### src/rtl/core/bcw_pkg.sv
`timescale 1ns / 1ps
// ----------------------------------------------------------------------------
// bcw_pkg
// Shared widths, constants and payload types of the barycentric weights core.
// ----------------------------------------------------------------------------
package bcw_pkg;

  localparam int PIX_W      = 11;
  localparam int CRD_W      = 16;
  localparam int CFRAC      = 4;
  localparam int WFRAC      = 14;
  localparam int OUT_W      = 18;
  localparam int DIFF_W     = CRD_W + 2;
  localparam int PROD_W     = 2 * DIFF_W;
  localparam int CRS_W      = PROD_W + 1;
  localparam int MAG_W      = CRS_W;
  localparam int QB         = OUT_W;
  localparam int N_W        = MAG_W + WFRAC;
  localparam int OVF_SH     = QB - WFRAC;
  localparam int IN_DATA_W  = 120;
  localparam int OUT_DATA_W = 56;

  typedef struct packed {
    logic [CRD_W-1:0] vertex_c_y;
    logic [CRD_W-1:0] vertex_c_x;
    logic [CRD_W-1:0] vertex_b_y;
    logic [CRD_W-1:0] vertex_b_x;
    logic [CRD_W-1:0] vertex_a_y;
    logic [CRD_W-1:0] vertex_a_x;
    logic [PIX_W-1:0] pixel_y;
    logic [PIX_W-1:0] pixel_x;
  } bcw_in_t;

  typedef struct packed {
    logic                    vld;
    logic signed [CRS_W-1:0] den;
    logic signed [CRS_W-1:0] unum;
    logic signed [CRS_W-1:0] vnum;
  } bcw_crs_t;

  typedef struct packed {
    logic            vld;
    logic            dg;
    logic            nu;
    logic            nv;
    logic            ou;
    logic            ov;
    logic [QB-1:0]   qu;
    logic [QB-1:0]   qv;
  } bcw_quo_t;

endpackage

### src/rtl/core/bcw_out.sv
`timescale 1ns / 1ps
// ----------------------------------------------------------------------------
// bcw_out
// Signs and saturates u and v, forms the weight of A and holds the result.
// ----------------------------------------------------------------------------
module bcw_out (
  input  logic                            clk,
  input  logic                            rst_n,
  input  logic                            en,
  input  bcw_pkg::bcw_quo_t               quo,
  output logic                            vld,
  output logic signed [bcw_pkg::OUT_W-1:0] wa,
  output logic signed [bcw_pkg::OUT_W-1:0] wb,
  output logic signed [bcw_pkg::OUT_W-1:0] wc,
  output logic                            dg
);

  localparam logic [bcw_pkg::QB-1:0] POS_MAX = {1'b0, {(bcw_pkg::QB-1){1'b1}}};
  localparam logic [bcw_pkg::QB-1:0] NEG_MAG = {1'b1, {(bcw_pkg::QB-1){1'b0}}};
  localparam int SUM_W = bcw_pkg::OUT_W + 2;
  localparam logic signed [SUM_W-1:0] SAT_HI = SUM_W'(signed'(POS_MAX));
  localparam logic signed [SUM_W-1:0] SAT_LO = -SUM_W'(signed'({1'b0, NEG_MAG}));
  localparam logic signed [SUM_W-1:0] ONE    = SUM_W'(1) <<< bcw_pkg::WFRAC;

  logic                             a_vld_r, a_dg_r;
  logic signed [bcw_pkg::OUT_W-1:0] a_wb_r, a_wc_r, a_wb_nxt, a_wc_nxt;
  logic                             o_vld_r, o_dg_r;
  logic signed [bcw_pkg::OUT_W-1:0] o_wa_r, o_wb_r, o_wc_r;
  logic signed [SUM_W-1:0]          wa_full;
  logic signed [bcw_pkg::OUT_W-1:0] wa_nxt;

  always_comb begin
    if (quo.nu) begin
      a_wb_nxt = (quo.ou || quo.qu > NEG_MAG) ? $signed(NEG_MAG) : -$signed(quo.qu);
    end else begin
      a_wb_nxt = (quo.ou || quo.qu > POS_MAX) ? $signed(POS_MAX) : $signed(quo.qu);
    end
    if (quo.nv) begin
      a_wc_nxt = (quo.ov || quo.qv > NEG_MAG) ? $signed(NEG_MAG) : -$signed(quo.qv);
    end else begin
      a_wc_nxt = (quo.ov || quo.qv > POS_MAX) ? $signed(POS_MAX) : $signed(quo.qv);
    end
    if (quo.dg) begin
      a_wb_nxt = '0;
      a_wc_nxt = '0;
    end
  end

  always_comb begin
    wa_full = ONE - (SUM_W'(a_wb_r) + SUM_W'(a_wc_r));
    if (wa_full > SAT_HI) begin
      wa_nxt = bcw_pkg::OUT_W'(SAT_HI);
    end else if (wa_full < SAT_LO) begin
      wa_nxt = bcw_pkg::OUT_W'(SAT_LO);
    end else begin
      wa_nxt = bcw_pkg::OUT_W'(wa_full);
    end
    if (a_dg_r) begin
      wa_nxt = '0;
    end
  end

  always_ff @(posedge clk) begin
    if (!rst_n) begin
      a_vld_r <= 1'b0;
      o_vld_r <= 1'b0;
    end else if (en) begin
      a_vld_r <= quo.vld;
      o_vld_r <= a_vld_r;
    end
  end

  always_ff @(posedge clk) begin
    if (en) begin
      a_dg_r <= quo.dg;
      a_wb_r <= a_wb_nxt;
      a_wc_r <= a_wc_nxt;
      o_dg_r <= a_dg_r;
      o_wb_r <= a_wb_r;
      o_wc_r <= a_wc_r;
      o_wa_r <= wa_nxt;
    end
  end

  assign vld = o_vld_r;
  assign wa  = o_wa_r;
  assign wb  = o_wb_r;
  assign wc  = o_wc_r;
  assign dg  = o_dg_r;

endmodule

### config.mk
export PLATFORM = sky130hd
export DESIGN_NAME = bcw_out
export DESIGN_NICKNAME = d
export VERILOG_FILES = /design/src/rtl/core/bcw_pkg.sv /design/src/rtl/core/bcw_out.sv
export SDC_FILE = /design/constraint.sdc
export NUM_CORES = 1
export LEC_CHECK = 0
export BUFFER_PORTS_ARGS = -buffer_cell sky130_fd_sc_hd__buf_2
export CAP_MARGIN = 5
export CORE_ASPECT_RATIO = 0.9
export CORE_MARGIN = 1
export CORE_UTILIZATION = 45
export CTS_CLUSTER_DIAMETER = 50
export DETAILED_ROUTE_END_ITERATION = 7
export PLACE_DENSITY = 0.7
export SLEW_MARGIN = 20
export SYNTH_ARGS = -nofsm -noshare
export SYNTH_HDL_FRONTEND = slang
export SYNTH_SLANG_ARGS = --single-unit
### constraint.sdc
create_clock -name clk -period 3.28 [get_ports clk]
set_clock_uncertainty 0.2 [all_clocks]
set_input_delay 0.656 -clock clk [delete_from_list [all_inputs] [get_ports clk]]
set_output_delay 0.656 -clock clk [all_outputs]
set_load 0.01 [all_outputs]
After elaboration in Yosys (flattened, before gate mapping)
Index checks and enable logic that the tools add are counted.
- add/sub/neg operators: 4
- multipliers: 0
- divide/modulo/power cells: 0
- magnitude comparators: 6
- eq/ne operators: 0
- shift-type cells: 0
- muxes and demuxes: 8
- bitwise operators: 0
- reductions and logical operators: 5
- operators with widths (cell ; number):
    18-bit 2-to-1 mux ; 7
    18-bit by 17-bit > comparator with 1-bit output, second input constant ; 2
    18-bit > comparator, second input constant ; 2
    18-bit negator ; 2
    20-bit by 18-bit > comparator with 1-bit output, second input constant ; 1
    20-bit by 18-bit < comparator with 1-bit output, second input constant ; 1
    16-bit by 19-bit subtractor with 20-bit output, first input constant ; 1
    18-bit by 18-bit adder with 19-bit output ; 1
    17-bit 2-to-1 mux ; 1
    1-bit logical OR ; 4
    2-bit OR reduction ; 1
- register bits: 94
- latch bits: 0
- memory bits (writable): 0
- memory bits (read-only): 0
- input bits: 45
- output and inout port bits: 56
- logic and storage cells: 33
- memories kept: 0

Longest topological paths before layout
- word-level depth: 5
- gate-level depth with buffers: 14
- mapped depth without buffers: 12

Least setup slack after synthesis
No wires, ideal clock.
- path kind: reg-to-reg
- from: reg a_wb_r[1] (netlist name)
- to: reg o_wa_r, in the netlist wa[0] (data pin)
- setup time: 270 ps
- data arrival time: 3014 ps
- required time: 2810 ps
- setup slack: -204 ps
- stages on the path, launching flop included: 15
- path buffers: 2
- period minus slack after synthesis: 3484 ps
- cell sequence: edfxtp_1 ha_1 inv_1 ha_1 fa_1 a21o_1 a221oi_2 o22ai_1 a211oi_2 o21ai_1 o21a_1 buf_2 nand2_1 buf_4 a21oi_1
- word-level cells in the longest chain between the ends: 5
- elaborated cells between the ends (all ways): 6
- those cells by class: add/sub: 2; order compare: 2; mux: 2
- ends and longest elaborated chain (element ; RTL line ; RTL):
    from (decl) ; bcw_out.sv:26 ; logic signed [bcw_pkg::OUT_W-1:0] a_wb_r, a_wc_r, a_wb_nxt, a_wc_nxt;
    from (signal assigned) ; bcw_out.sv:76 ; a_wb_r <= a_wb_nxt;
    18-bit by 18-bit adder with 19-bit output (*) ; bcw_out.sv:50 ; wa_full = ONE - (SUM_W'(a_wb_r) + SUM_W'(a_wc_r));
    16-bit by 19-bit subtractor with 20-bit output (*) ; bcw_out.sv:50 ;
    20-bit by 18-bit < comparator with 1-bit output ; bcw_out.sv:53 ; end else if (wa_full < SAT_LO) begin
    18-bit 2-to-1 mux ; bcw_out.sv:53 ;
    17-bit 2-to-1 mux (*) ; bcw_out.sv:51 ; if (wa_full > SAT_HI) begin
    to (signal assigned) ; bcw_out.sv:81 ; o_wa_r <= wa_nxt;
    to (decl) ; bcw_out.sv:28 ; logic signed [bcw_pkg::OUT_W-1:0] o_wa_r, o_wb_r, o_wc_r;
Every way passes the cells marked *; elsewhere a longest branch is shown, timed or not.
A chain may end at the register's enable or synchronous reset.

Worst setup path after layout
Ends and elaborated chain as after synthesis.

==> impl_metrics.toml <==
[clock_network]
cts_root_buffer = "clkbuf_16"
cts-buffers-inserted = 9
clock_sinks = 94
cts_buffer_depth = 2
cts_tree = "done"
htree_levels = 3
path_clk_slew_ns = 0.06
clk_latency_ns = 0.34

[floorplanning]
die_y_um = 107
placementRows = 38
dieWidth_um = 119
ioPinCount = 101
start_util_pct = 46.2
fp.coreArea_um2 = 12000
die-area_um2 = 12800

[synth]
netlist_instances = 532
yosys-top-cells-count = "92 x edfxtp_1, 49 x nor2_1, 44 x inv_1"
ys_seq_area_share_pct = 50.5
syn_nets = 616
synth_area_um2 = 5560
synth_warnings = 0
yosys.cell_types.count = 60
synth_area_leader_cell = "edfxtp_1"
ys_ff_latch = 94
synth_top_area_share_pct = 49.7
synth-edff-count = 92
synthFlopType = "edfxtp_1"
async_flop_share_pct = 0
yosysMostFrequentCell = "edfxtp_1"
yosys-top-cells-area = "edfxtp_1 50%, ha_1 8.6%, a211oi_1 3.9%"
postSynthAreaPerCell_um2 = 10.4

[status]
outcome = "finished, violations left"
violations = "setup timing"

[layout]
syn_to_final_growth_pct = 25.8
postLayoutCellArea_um2 = 6990
antenna_cells = 0
drive_above_1_share_pct = 28.8
fin_cells = 837
num-nets-final = 757

[worst_setup_path]
critPathSlowestCell = "or4_4"
endpoint_kind = "flip-flop"
critPathArrivalTime_ns = 3.33
path_delay_family = "simple AND/OR/NAND/NOR gates"
crit_start = "a_wb_r[1]"
critPathKind = "reg2reg"
start_kind = "flip-flop"
cp_cell_sequence = "ha_4, inv_2, ha_4, fa_2, a21o_1, a221oi_2, o22ai_2, or4_4, nand3_4, nand3_4, nand2_4, a21oi_1"
critPathMaxStageDelay_ns = 0.54
crit_path_max_fanout = 8
crit_buf_inv = 1
r2r-start = "a_wb_r[1]"
cp.required_ns = 3.14

[run]
maxCapViolations = 0

[global_route]
track_usage_pct = 21.3
grt_pass1_vias = 4447
grt_pass1_wl_um = 21400
overflow = 0
grt_max_degree = 43
grt_antenna_before_repair = 0

[routing]
wl_per_cell_um = 15.9
vias = 4655
drtAntennaViolNets = 0
first_pass_iters = 5
drt-total-wl_um = 13300
viasPerCell = 5.56
drc_errors = 0
first_iter_violations = 313

[placed_design]
placed_area_um2 = 6550
port_buffers = 100
place_congestion = 0.897
dp_cells = 815
dp_hpwl_um = 9920

[power]
max-vdd-ir-drop_v = 0.000251
clock_power_share_pct = 26.5
powerDensity_nw_per_um2 = 544
power_frac_seq_pct = 40.6
p_leak_nw = 2.88
power_mw = 3.80
p_int_mw = 2.60
pwr-share-comb_pct = 32.9
p_switching_mw = 1.20
switching_share_pct = 31.5

[sta]
min_period_over_period_pct = 106
fin_crit_ns = 3.47
rsz0062_at_grt = "yes"
slew_violations = 0
whs_ns = 0.248
setup_violations = 17
finalHoldViolations = 0
post-route-worst-setup-slack_ns = -0.186
fmaxAchievable_ghz = 0.289
tightest_slew_ns = 0.677
slew-limit-headroom_pct = 54.9

[worst_hold_path]
hp-class = "reg2reg"
worstHoldStart = "a_wb_r[16]"
[final cells by class]
cell class                      count  area (um^2)
Tap cell                          160          200
Multi-Input combinational cell    375         2640
Inverter                           45          169
Timing Repair Buffer              148          888
Clock inverter                      6         62.6
Clock buffer                        9          225
Fill cell                        1002         5040
Sequential cell                    94         2800
[kinds of logic (layout without fill, tap and decap cells)]
family	after synthesis	count (layout)	share of synthesized area (%)
AO/OA/AOI/OAI	150	152	17.5
XOR/XNOR	14	14	2.21
adder cells (fa/ha/maj)	39	39	8.92
buffers and inverters	67	208	4.91
flip-flops	94	94	50.5
multiplexers	2	2	0.360
AND/OR/NAND/NOR	166	168	15.7
[power groups by stage]
stage	registers, mW	logic [mW]	clock network [mW]
floorplan	1.59	0.690	0
global placement	1.57	1.10	0
detailed placement	1.57	1.12	0
CTS	1.55	1.22	1.02
global route	1.55	1.37	1.07
finish	1.54	1.25	1.01
[worst reg2reg max path, delay by kind of cell, from the launching register on]
family,cells,cell delay [ns]
flip-flops,1,0.43
AND/OR/NAND/NOR,4,1.00
AO/OA/AOI/OAI,4,0.73
adder cells (fa/ha/maj),3,0.80
buffers and inverters,1,0.04
[flip-flops by register name, indices dropped and copies added, names as in the netlist]
register  count
a_wb_r       18
wb           18
vld           1
wc           18
wa           18
dg            1
a_vld_r       1
a_dg_r        1
a_wc_r       18
[what timing repair did]
action                                  in CTS  in global routing
gates resized for setup                     13                  5
gates cloned                                 4                  0
hold buffers                                 0                  0
endpoints found under the setup margin      17                 17
pin swaps                                    5                  4
setup buffers                                2                  1
[metal layers]
metal	global-route usage, %	vias up	share of wire (%)
li1	-	2295	-
met1	28.1	2206	45
met2	35.3	139	48
met3	3.92	15	4.7
met4	6.78	0	1.8
met5	0	-	0
[placed cells by master (no fill, tap or decap), types with 22 or more instances in the layout]
cell type   n
inv_1      43
nor2_1     49
nor3_1     24
buf_2      99
a211oi_1   29
ha_1       36
nand2_1    22
buf_4      47
o21ai_0    26
edfxtp_1   92
a21oi_1    40
[path summary, 6_finish.rpt]
| kind | end | slack (ns) | cells after the start |
|---|---|---|---|
| setup / recovery | wa[0] | -0.19 | 12 |
| hold / removal | wb[16] | 0.25 | 0 |
| setup reg to reg | wa[0] | -0.19 | 12 |
| hold reg to reg | wb[16] | 0.25 | 0 |
[per-stage QoR]
step / setup WS [ns] / utilization (%) / setup TNS (ns)
final: -0.186 / 58.1 / -2.60
after detailed placement: -0.215 / 54.5 / -3.40
after global routing: -0.303 / 58.1 / -4.65
after global placement: -0.120 / 54.5 / -1.41
after floorplan: -0.0733 / - / -0.812
after CTS: -0.157 / 57.8 / -2.42
Power figures use the tool's default switching activity.
